[src/rtl/wmms_pkg.sv]
// ----------------------------------------------------------------------------
// wmms_pkg
// Shared types and constants for the wall motor move sequencer.
// ----------------------------------------------------------------------------
package wmms_pkg;

  localparam int unsigned TickW      = 10;
  localparam int unsigned InDataW    = 8;
  localparam int unsigned OutDataW   = 8;

  localparam logic [TickW-1:0] TimeoutReset = TickW'(500);
  localparam logic [TickW-1:0] WaitMax      = {TickW{1'b1}};

  typedef enum logic [2:0] {
    PH_IDLE    = 3'd0,
    PH_START   = 3'd2,
    PH_WAIT    = 3'd3,
    PH_DONE    = 3'd4,
    PH_TIMEOUT = 3'd5,
    PH_FAULT   = 3'd6,
    PH_BLOCKED = 3'd7
  } phase_t;

  typedef enum logic [1:0] {
    RPT_DONE    = 2'd0,
    RPT_TIMEOUT = 2'd1,
    RPT_FAULT   = 2'd2,
    RPT_BLOCKED = 2'd3
  } report_t;

  typedef struct packed {
    logic move_request;
    logic move_target;
    logic driver_released;
    logic driver_ok;
    logic endpoint_on_hit;
    logic endpoint_off_hit;
  } tick_in_t;

  typedef struct packed {
    logic    motor_direction;
    logic    motor_run;
    logic    report_valid;
    report_t report_code;
    logic    busy_res;
  } tick_out_t;

endpackage

[src/rtl/wmms_core.sv]
// ----------------------------------------------------------------------------
// wmms_core
// Move sequencer state and its per-tick update; one tick per accepted beat.
// ----------------------------------------------------------------------------
module wmms_core (
  input  logic                           clk,
  input  logic                           rst_n,
  input  logic                           cfg_wr_en,
  input  logic [wmms_pkg::TickW-1:0]     cfg_wr_data,
  input  logic                           tick_en,
  input  wmms_pkg::tick_in_t             tick_in,
  output wmms_pkg::tick_out_t            tick_out
);
  import wmms_pkg::*;

  phase_t            phase_r, phase_nxt;
  logic [TickW-1:0]  wait_r, wait_nxt;
  logic [TickW-1:0]  timeout_r;
  logic              pending_r, pending_nxt;
  logic              target_r, target_nxt;
  logic              dir_r, dir_nxt;
  logic              run_r, run_nxt;
  logic              rpt_valid;
  report_t           rpt_code;
  logic              hit;

  always_ff @(posedge clk) begin
    if (!rst_n) begin
      timeout_r <= TimeoutReset;
    end else if (cfg_wr_en) begin
      timeout_r <= cfg_wr_data;
    end
  end

  always_ff @(posedge clk) begin
    if (!rst_n) begin
      phase_r   <= PH_IDLE;
      wait_r    <= '0;
      pending_r <= 1'b0;
      target_r  <= 1'b0;
      dir_r     <= 1'b0;
      run_r     <= 1'b0;
    end else if (tick_en) begin
      phase_r   <= phase_nxt;
      wait_r    <= wait_nxt;
      pending_r <= pending_nxt;
      target_r  <= target_nxt;
      dir_r     <= dir_nxt;
      run_r     <= run_nxt;
    end
  end

  always_comb begin
    phase_nxt   = phase_r;
    wait_nxt    = wait_r;
    pending_nxt = pending_r;
    target_nxt  = target_r;
    dir_nxt     = dir_r;
    run_nxt     = run_r;
    rpt_valid   = 1'b0;
    rpt_code    = RPT_DONE;
    hit         = target_r ? tick_in.endpoint_on_hit : tick_in.endpoint_off_hit;

    unique case (phase_r)
      PH_START: begin
        if (tick_in.driver_released) begin
          run_nxt   = 1'b1;
          phase_nxt = PH_WAIT;
        end else begin
          phase_nxt = tick_in.driver_ok ? PH_BLOCKED : PH_FAULT;
        end
      end
      PH_WAIT: begin
        if (tick_in.driver_released) begin
          if (wait_r >= timeout_r) begin
            phase_nxt = PH_TIMEOUT;
          end else if (hit) begin
            phase_nxt = PH_DONE;
          end
          if (wait_r != WaitMax) begin
            wait_nxt = wait_r + TickW'(1);
          end
        end else begin
          phase_nxt = tick_in.driver_ok ? PH_BLOCKED : PH_FAULT;
        end
      end
      PH_DONE, PH_TIMEOUT, PH_FAULT, PH_BLOCKED: begin
        run_nxt     = 1'b0;
        pending_nxt = 1'b0;
        rpt_valid   = 1'b1;
        phase_nxt   = PH_IDLE;
        case (phase_r)
          PH_DONE: begin
            rpt_code = RPT_DONE;
            dir_nxt  = ~target_r;
          end
          PH_TIMEOUT: rpt_code = RPT_TIMEOUT;
          PH_FAULT:   rpt_code = RPT_FAULT;
          default:    rpt_code = RPT_BLOCKED;
        endcase
      end
      default: begin
        if (!pending_r && tick_in.move_request) begin
          pending_nxt = 1'b1;
          target_nxt  = tick_in.move_target;
        end
        if (pending_nxt) begin
          if (tick_in.driver_released) begin
            dir_nxt   = target_nxt;
            phase_nxt = PH_START;
            wait_nxt  = '0;
          end else begin
            phase_nxt = tick_in.driver_ok ? PH_BLOCKED : PH_FAULT;
          end
        end
      end
    endcase

    tick_out.motor_direction = dir_nxt;
    tick_out.motor_run       = run_nxt;
    tick_out.report_valid    = rpt_valid;
    tick_out.report_code     = rpt_code;
    tick_out.busy_res        = pending_nxt;
  end

endmodule

[src/rtl/wmms_out_reg.sv]
// ----------------------------------------------------------------------------
// wmms_out_reg
// Result register of the output stream; takes a new beat while the old one
// is being taken.
// ----------------------------------------------------------------------------
module wmms_out_reg (
  input  logic                           clk,
  input  logic                           rst_n,
  input  logic                           load,
  input  wmms_pkg::tick_out_t            load_data,
  output logic                           can_load,
  output logic                           out_tvalid,
  input  logic                           out_tready,
  output logic [wmms_pkg::OutDataW-1:0]  out_tdata
);
  import wmms_pkg::*;

  logic      valid_r;
  tick_out_t data_r;

  assign can_load = !valid_r || out_tready;

  always_ff @(posedge clk) begin
    if (!rst_n) begin
      valid_r <= 1'b0;
    end else if (load) begin
      valid_r <= 1'b1;
    end else if (out_tready) begin
      valid_r <= 1'b0;
    end
  end

  always_ff @(posedge clk) begin
    if (load) begin
      data_r <= load_data;
    end
  end

  assign out_tvalid = valid_r;
  assign out_tdata  = {2'b00, data_r.busy_res, data_r.report_code,
                       data_r.report_valid, data_r.motor_run, data_r.motor_direction};

endmodule

[src/rtl/wall_motor_move_sequencer.sv]
// ----------------------------------------------------------------------------
// wall_motor_move_sequencer
// Steps a wall motor move through direction, start and end-switch wait.
// ----------------------------------------------------------------------------
// Each input beat is one 10 ms tick carrying a move request, its target,
// the driver flags and both end-switch levels. Each input beat produces
// exactly one output beat with the direction and start line levels, a
// finish report and the busy flag.
// The sequencer state is updated in the cycle the input beat is accepted
// and the result is held in one output register, so an output beat appears
// in the cycle after its input beat. One beat is accepted every cycle; the
// only limit is the single output register, which accepts a new beat in
// the same cycle its current beat is taken.
// When the receiver stalls, in_tready drops once the output register is
// full and the state stays frozen until the beat is taken.
// Users must write the timeout register via cfg_wr_en and cfg_wr_data
// only while no tick is in flight; this is not enforced. Synchronous reset
// sets idle, motor lines low, no move pending and a timeout of 500 ticks.
// ----------------------------------------------------------------------------
module wall_motor_move_sequencer (
  input  logic                           clk,
  input  logic                           rst_n,
  input  logic                           cfg_wr_en,
  input  logic [wmms_pkg::TickW-1:0]     cfg_wr_data,
  input  logic                           in_tvalid,
  output logic                           in_tready,
  // move_request, move_target, driver_released, driver_ok,
  // endpoint_on_hit, endpoint_off_hit, two zero bits
  input  logic [wmms_pkg::InDataW-1:0]   in_tdata,
  output logic                           out_tvalid,
  input  logic                           out_tready,
  // motor_direction, motor_run, report_valid, report_code[1:0],
  // busy_res, two zero bits
  output logic [wmms_pkg::OutDataW-1:0]  out_tdata
);
  import wmms_pkg::*;

  tick_in_t  tick_in;
  tick_out_t tick_out;
  logic      in_fire;

  assign tick_in.move_request     = in_tdata[0];
  assign tick_in.move_target      = in_tdata[1];
  assign tick_in.driver_released  = in_tdata[2];
  assign tick_in.driver_ok        = in_tdata[3];
  assign tick_in.endpoint_on_hit  = in_tdata[4];
  assign tick_in.endpoint_off_hit = in_tdata[5];

  assign in_fire = in_tvalid && in_tready;

  wmms_core u_core (
    .clk         (clk),
    .rst_n       (rst_n),
    .cfg_wr_en   (cfg_wr_en),
    .cfg_wr_data (cfg_wr_data),
    .tick_en     (in_fire),
    .tick_in     (tick_in),
    .tick_out    (tick_out)
  );

  wmms_out_reg u_out_reg (
    .clk        (clk),
    .rst_n      (rst_n),
    .load       (in_fire),
    .load_data  (tick_out),
    .can_load   (in_tready),
    .out_tvalid (out_tvalid),
    .out_tready (out_tready),
    .out_tdata  (out_tdata)
  );

  a_report_stops_motor: assert property (@(posedge clk) disable iff (!rst_n)
    out_tvalid && out_tdata[2] |-> !out_tdata[1] && !out_tdata[5])
    else $error("finish report with motor running or move still pending");

  a_run_implies_busy: assert property (@(posedge clk) disable iff (!rst_n)
    out_tvalid && out_tdata[1] |-> out_tdata[5])
    else $error("motor running without a pending move");

  a_code_only_with_report: assert property (@(posedge clk) disable iff (!rst_n)
    out_tvalid && !out_tdata[2] |-> out_tdata[4:3] == 2'b00)
    else $error("report code set without a report");

  a_stall_blocks_input: assert property (@(posedge clk) disable iff (!rst_n)
    out_tvalid && !out_tready |-> !in_tready)
    else $error("input accepted while the result register is stalled");

endmodule
[config.mk]
export PLATFORM = sky130hd
export DESIGN_NAME = wall_motor_move_sequencer
export DESIGN_NICKNAME = d
export VERILOG_FILES = /design/src/rtl/wmms_pkg.sv /design/src/rtl/wmms_core.sv /design/src/rtl/wmms_out_reg.sv /design/src/rtl/wall_motor_move_sequencer.sv
export SDC_FILE = /design/constraint.sdc
export NUM_CORES = 1
export LEC_CHECK = 0
export ABC_AREA = 1
export BUFFER_PORTS_ARGS = -buffer_cell sky130_fd_sc_hd__clkbuf_2
export CORE_MARGIN = 4
export CORE_UTILIZATION = 56
export DETAILED_ROUTE_END_ITERATION = 12
export PLACE_DENSITY = 0.79
export SETUP_SLACK_MARGIN = 0.3
export SLEW_MARGIN = 20
export SYNTH_ARGS = -nofsm -noshare
export SYNTH_HDL_FRONTEND = slang
export SYNTH_SLANG_ARGS = --single-unit
[constraint.sdc]
create_clock -name clk -period 2.05 [get_ports clk]
set_input_delay 0 -clock clk [delete_from_list [all_inputs] [get_ports clk]]
set_output_delay 0 -clock clk [all_outputs]
set_load 0.01 [all_outputs]
==> results of run 1 <==
[final cells by class]
type / count / share of cell area
multi-input combinational: 186 / 0.439
sequential: 34 / 0.312
timing repair buffer: 49 / 0.140
inverter: 40 / 0.0643
tap: 46 / 0.0238
clock buffer: 6 / 0.0171
clock inverter: 2 / 0.00363
[synthesized netlist by cell type, drive strengths merged (3+ instances only)]
| master | instances | area [µm²] |
|---|---|---|
| a21oi | 30 | 184 |
| buf | 5 | 57.6 |
| clkbuf | 4 | 15.0 |
| dfxtp | 28 | 561 |
| edfxtp | 6 | 180 |
| ha | 11 | 138 |
| inv | 40 | 155 |
| nand2 | 64 | 263 |
| nand3 | 13 | 80.1 |
| nand4 | 3 | 18.8 |
| nor2 | 26 | 100 |
| nor3 | 8 | 62.6 |
| o21ai | 19 | 98.9 |
| xor2 | 4 | 35.0 |
[state kept, by name, indices dropped and copies added (netlist names)]
name                  flops
u_core.timeout_r         10
u_core.wait_r            10
u_out_reg.out_tdata       6
u_core.phase_r            3
u_core.dir_r              1
u_core.pending_r          1
u_core.run_r              1
u_core.target_r           1
u_out_reg.out_tvalid      1
[stage by stage]
step,setup WS (ps),instances,cell area [µm²],util
3_3_place_gp,411,338,2160,0.636
2_1_floorplan,569,269,2000,-
5_1_grt,282,363,2410,0.712
6_report,434,363,2410,0.712
3_5_place_dp,377,338,2160,0.636
4_1_cts,348,362,2370,0.698
[worst paths after layout]
check	from	endpoint	slack, ps	depth (start not counted)
hold / removal	in_tdata[1]	u_core.target_r	40	5
hold reg to reg	u_core.timeout_r[1]	u_core.timeout_r[1]	480	2
setup reg to reg	u_core.timeout_r[5]	u_core.phase_r[1]	430	10
setup / recovery	u_core.timeout_r[5]	u_core.phase_r[1]	430	10
[critical path: cells and delay by family, from the launching register on]
family	cells	cell delay, ps
DFF	1	330
and+or+nand+nor	7	640
buffers and inverters	1	50
adders and majority gates	1	310
AOI/OAI and AO/OA	1	160
[cell usage in the layout, fill, tap and decap left out, drive strengths merged]
master	instances
clkinv	2
conb	2
nand2	64
edfxtp	6
nand3	13
a21oi	30
clkbuf	34
or2	1
ha	11
buf	5
xor2	4
nand4	3
nor3	8
dfxtp	28
xnor2	1
nor2	26
o21a	1
and3	1
inv	40
o21ai	19
dlygate4sd3	16
a211oi	1
o211ai	1
[cell families after synthesis]
kind of cell,count (synthesis)
adder cells (fa/ha/maj),11
AND/OR/NAND/NOR,116
other,1
XOR/XNOR,5
buffers and inverters,49
flip-flops,34
AO/OA/AOI/OAI,52
[timing repair]
item,4_1_cts,5_1_grt
endpoints found under the hold margin,14,0
endpoints found under the setup margin,0,11
gates resized for setup,0,15
hold buffers,16,0
buffers inserted,0,1
[routing by layer]
metal | GRT usage | up-vias | part of all wire | wire [µm]
met5 | 0 | - | 0 | 0
met4 | 0.0658 | 0 | 0.0099 | 42
met3 | 0.0516 | 6 | 0.061 | 259
met2 | 0.328 | 51 | 0.46 | 1940
met1 | 0.258 | 795 | 0.47 | 2000
li1 | - | 962 | - | -
[power by group]
group          internal [mW]  switching [mW]  total, mW
clock                  0.129           0.225      0.354
sequential             0.719          0.0218      0.741
combinational         0.0999           0.142      0.242
==> flow_metrics.env, run 1 <==
export IMPL_core_um2=3390
export IMPL_synth_top_family_by_area="simple AND/OR/NAND/NOR gates"
export IMPL_critPathKind="reg2reg"
export IMPL_multi_input_comb_area_um2=1060
export IMPL_whs_ps=36.3
export IMPL_crit_required_ps=2270
export IMPL_die_h_um=67.7
export IMPL_p_total_mw=1.34
export IMPL_grt_pass1_vias=1637
export IMPL_ys_ff_latch=34
export IMPL_cts_path_max_buffers=2
export IMPL_ys_warn_count=0
export IMPL_clk_pin_slew_worst_paths_ps=100
export IMPL_layout_drive_gt1_share=0.252
export IMPL_htree_levels=2
export IMPL_viasPerCell=5.00
export IMPL_skew_ps=4.98
export IMPL_leakagePower_nw=1.10
export IMPL_die_area_um2=4590
export IMPL_drt_wirelength_per_cell_um=11.7
export IMPL_async_flop_share=0
export IMPL_syn_inst=268
export IMPL_status="completed"
export IMPL_synth_edf_count=6
export IMPL_synthMuxAreaShare=0
export IMPL_ir_drop_v=0.000320
export IMPL_cts_tree="yes"
export IMPL_max_freq_mhz=619
export IMPL_final_max_slew_viol_count=0
export IMPL_cp_cell_sequence="inv_1 > ha_1 > a21oi_1 > nand2_1 > nand2_1 > nand4_1 > nand2_2 > nand2_1 > nand2_1 > nor2_1"
export IMPL_die_w_um=67.7
export IMPL_finalHoldViolCount=0
export IMPL_first_iter_violations=142
export IMPL_timing_final_crit_share=0.788
export IMPL_syn_cell_area_um2=2000
export IMPL_antenna_found_initial=0
export IMPL_synth_adder_area_share=0.0689
export IMPL_grt_pass1_wl_mm=6.96
export IMPL_nNetsFinal=350
export IMPL_dpl_hpwl_mm=2.98
export IMPL_synth_simple_gate_area_frac=0.269
export IMPL_diodes=0
export IMPL_seqCellArea_um2=753
export IMPL_crit_fanout=4
export IMPL_synth_xor_area_frac=0.0219
export IMPL_rsz0062_at_grt="yes"
export IMPL_dr_pass1_iters=4
export IMPL_track_usage=0.201
export IMPL_worstSkewPairLatency_ps=340
export IMPL_cts_sinks=34
export IMPL_start_util=0.589
export IMPL_cts_inserted_buffers=5
export IMPL_finalWirelength_mm=4.25
export IMPL_grt_max_degree=15
export IMPL_rows=21
export IMPL_drc=0
export IMPL_setup_viol=0
export IMPL_portBuffers=28
export IMPL_p_per_area_nw_per_um2=554
export IMPL_synth_compound_area_frac=0.153
export IMPL_gr_total_overflow=0
export IMPL_cts_root_buf="clkbuf_4"
export IMPL_syn2layout_area_growth_pct=20.9
export IMPL_io_pins=33
export IMPL_crit_slowest_cell="dfxtp_2"
export IMPL_tns_ps=0
export IMPL_n_fill_cell=276
export IMPL_synth_ff_type="dfxtp_1"
export IMPL_hold_class="in2reg"
export IMPL_post_synth_cell_area_avg_um2=7.45
export IMPL_maxCapViolCount=0
export IMPL_final_antenna_net_count=0
export IMPL_critPathCaptureType="register"
export IMPL_seq_area_frac_synth=0.371
export IMPL_place_congestion=0.808
export IMPL_num_vias=1814
export IMPL_cp_arrival_ps=1830
export IMPL_synth_cell_type_count=30
export IMPL_startpoint_type="register"
export IMPL_min_period_ps=1620
export IMPL_critPathMostFrequentCell="nand2_1"
export IMPL_max_stage_delay_ps=330
No activity file was read; power rests on OpenSTA's default activity.
==> run 2: changes to the inputs <==
clock period = 1.59 ns   (was 2.05 ns; I/O delays follow)
==> run 2 against run 1 <==
Global-route usage up 4.9 points. Total power increased by 34%. Non-clock buffer count rose by 13. Critical path type unchanged. Largest cell class unchanged.
==> flow_metrics.env, run 2 (synthesis gave the netlist of run 1 again) <==
export IMPL_fin_ws_ps=6.31
export IMPL_r2r_slack_ps=6
export IMPL_rsz0062_at_grt="yes"
export IMPL_finalHoldViolCount=0
export IMPL_rows=21
export IMPL_leakagePower_nw=1.16
export IMPL_io_pins=33
export IMPL_critPathCaptureType="register"
export IMPL_setup_viol=0
export IMPL_drt_wirelength_per_cell_um=14.1
export IMPL_timing_final_crit_share=0.996
export IMPL_maxCapViolCount=0
export IMPL_critPathMostFrequentCell="nand2_1"
export IMPL_gr_total_overflow=0
export IMPL_track_usage=0.250
export IMPL_instances_no_fill=376
export IMPL_dpl_hpwl_mm=3.05
export IMPL_die_area_um2=4590
export IMPL_p_total_mw=1.79
export IMPL_crit_slowest_cell="dfxtp_2"
export IMPL_dp_cells=343
export IMPL_cts_tree="yes"
export IMPL_cp_arrival_ps=1810
export IMPL_slew_headroom=0.502
export IMPL_syn2layout_area_growth_pct=34.6
export IMPL_worstSkewPairLatency_ps=360
export IMPL_tightest_slew_ps=747
export IMPL_die_w_um=67.7
export IMPL_crit_required_ps=1810
export IMPL_finalWirelength_mm=5.31
export IMPL_cts_inserted_buffers=5
export IMPL_final_common_cell="nand2_1"
export IMPL_core_um2=3390
export IMPL_clk_pin_slew_worst_paths_ps=110
export IMPL_layout_drive_gt1_share=0.382
export IMPL_final_antenna_net_count=0
export IMPL_grt_pass1_wl_mm=8.53
export IMPL_grt_max_degree=19
export IMPL_final_max_slew_viol_count=0
export IMPL_antenna_found_initial=0
export IMPL_first_iter_violations=216
export IMPL_num_vias=2000
export IMPL_die_h_um=67.7
export IMPL_status="completed"
export IMPL_critPathKind="reg2reg"
export IMPL_cts_sinks=34
export IMPL_skew_ps=12.4
export IMPL_portBuffers=28
export IMPL_nNetsFinal=363
export IMPL_min_period_ps=1580
export IMPL_dr_pass1_iters=5
export IMPL_cts_root_buf="clkbuf_4"
export IMPL_tns_ps=0
export IMPL_ir_drop_v=0.000607
export IMPL_cts_path_max_buffers=2
export IMPL_start_util=0.589
export IMPL_regToRegStartpoint="u_core.wait_r[9]"
export IMPL_critPathCapture="u_core.phase_r[1]"
export IMPL_pre_cts_slack_ps=36.9
export IMPL_place_congestion=0.909
export IMPL_hold_class="in2reg"
export IMPL_htree_levels=2
export IMPL_max_freq_mhz=631
export IMPL_p_per_area_nw_per_um2=667
export IMPL_r2r_end="u_core.phase_r[1]"
export IMPL_crit_fanout=4
export IMPL_viasPerCell=5.32
export IMPL_final_cell_mix="48 x nand2_1, 29 x inv_1, 28 x clkbuf_2"
export IMPL_startpoint_type="register"
export IMPL_diodes=0
export IMPL_crit_path_start="u_core.wait_r[9]"
export IMPL_max_stage_delay_ps=410
export IMPL_cp_cell_sequence="ha_4 > nand2_1 > nand2_1 > nor2_2 > nand4_1 > nand2_2 > nand2_1 > nand2_1 > nor2_1"
export IMPL_r2r_cells=9
export IMPL_grt_pass1_vias=1934
export IMPL_drc=0
==> run 2: cell count changes in the layout (fill, tap and decap cells not counted), sizes merged <==
| cell | delta |
|---|---|
| buf | +12 |
| clkinvlp | +1 |
| dlygate4sd3 | +1 |
| inv | -1 |
==> run 2: repair_timing <==
item	CTS	global route
endpoints found under the hold margin	14	0
setup endpoints to repair	14	25
buffers inserted	5	3
hold buffers	17	0
resized for setup	27	28
pin swaps	12	11
==> run 2: metrics by stage <==
stage,instance area (µm²),util,hold slack [ps]
after floorplan,2020,-,110
after global placement,2210,0.653,212
after detailed placement,2210,0.653,219
after CTS,2600,0.768,15.7
after global routing,2690,0.793,42.5
final,2690,0.793,25.5
==> run 2: how the worst min path moves through the flow <==
stage / startpoint / endpoint / slack [ps] / depth (start not counted)
floorplan: rst_n / u_core.wait_r[0] / 110 / 2
global placement: cfg_wr_data[8] / u_core.timeout_r[8] / 210 / 3
detailed placement: cfg_wr_data[6] / u_core.timeout_r[6] / 220 / 3
CTS: cfg_wr_en / u_core.timeout_r[6] / 20 / 2
global route: cfg_wr_en / u_core.timeout_r[4] / 40 / 2
finish: cfg_wr_en / u_core.timeout_r[6] / 30 / 2
==> run 2: power breakdown <==
part,internal (mW),switching [mW]
Clock,0.166,0.312
Sequential,0.924,0.0294
Combinational,0.152,0.210
==> run 2: metal layers <==
metal,global-route usage,vias up,part of all wire
met1,0.280,895,0.39
li1,-,983,-
met2,0.431,99,0.50
met5,0,-,0
met3,0.0682,23,0.072
met4,0.127,0,0.042
==> run 2: area by class of cell <==
cell class              count  area (µm²)
well taps                  46        57.6
clock buffers               6        41.3
fillers                   228         702
repair buffers             62         453
flip-flops and latches     34         769
inverters                  40         161
multi-input cells         186        1200
clock inverters             2        8.76
==> run 2: worst max-delay path, delay by kind of cell, from the launching register on <==
kind                     cells  cell delay [ps]
AND/OR/NAND/NOR              8              820
flip-flops                   1              410
adder cells (fa/ha/maj)      1              230
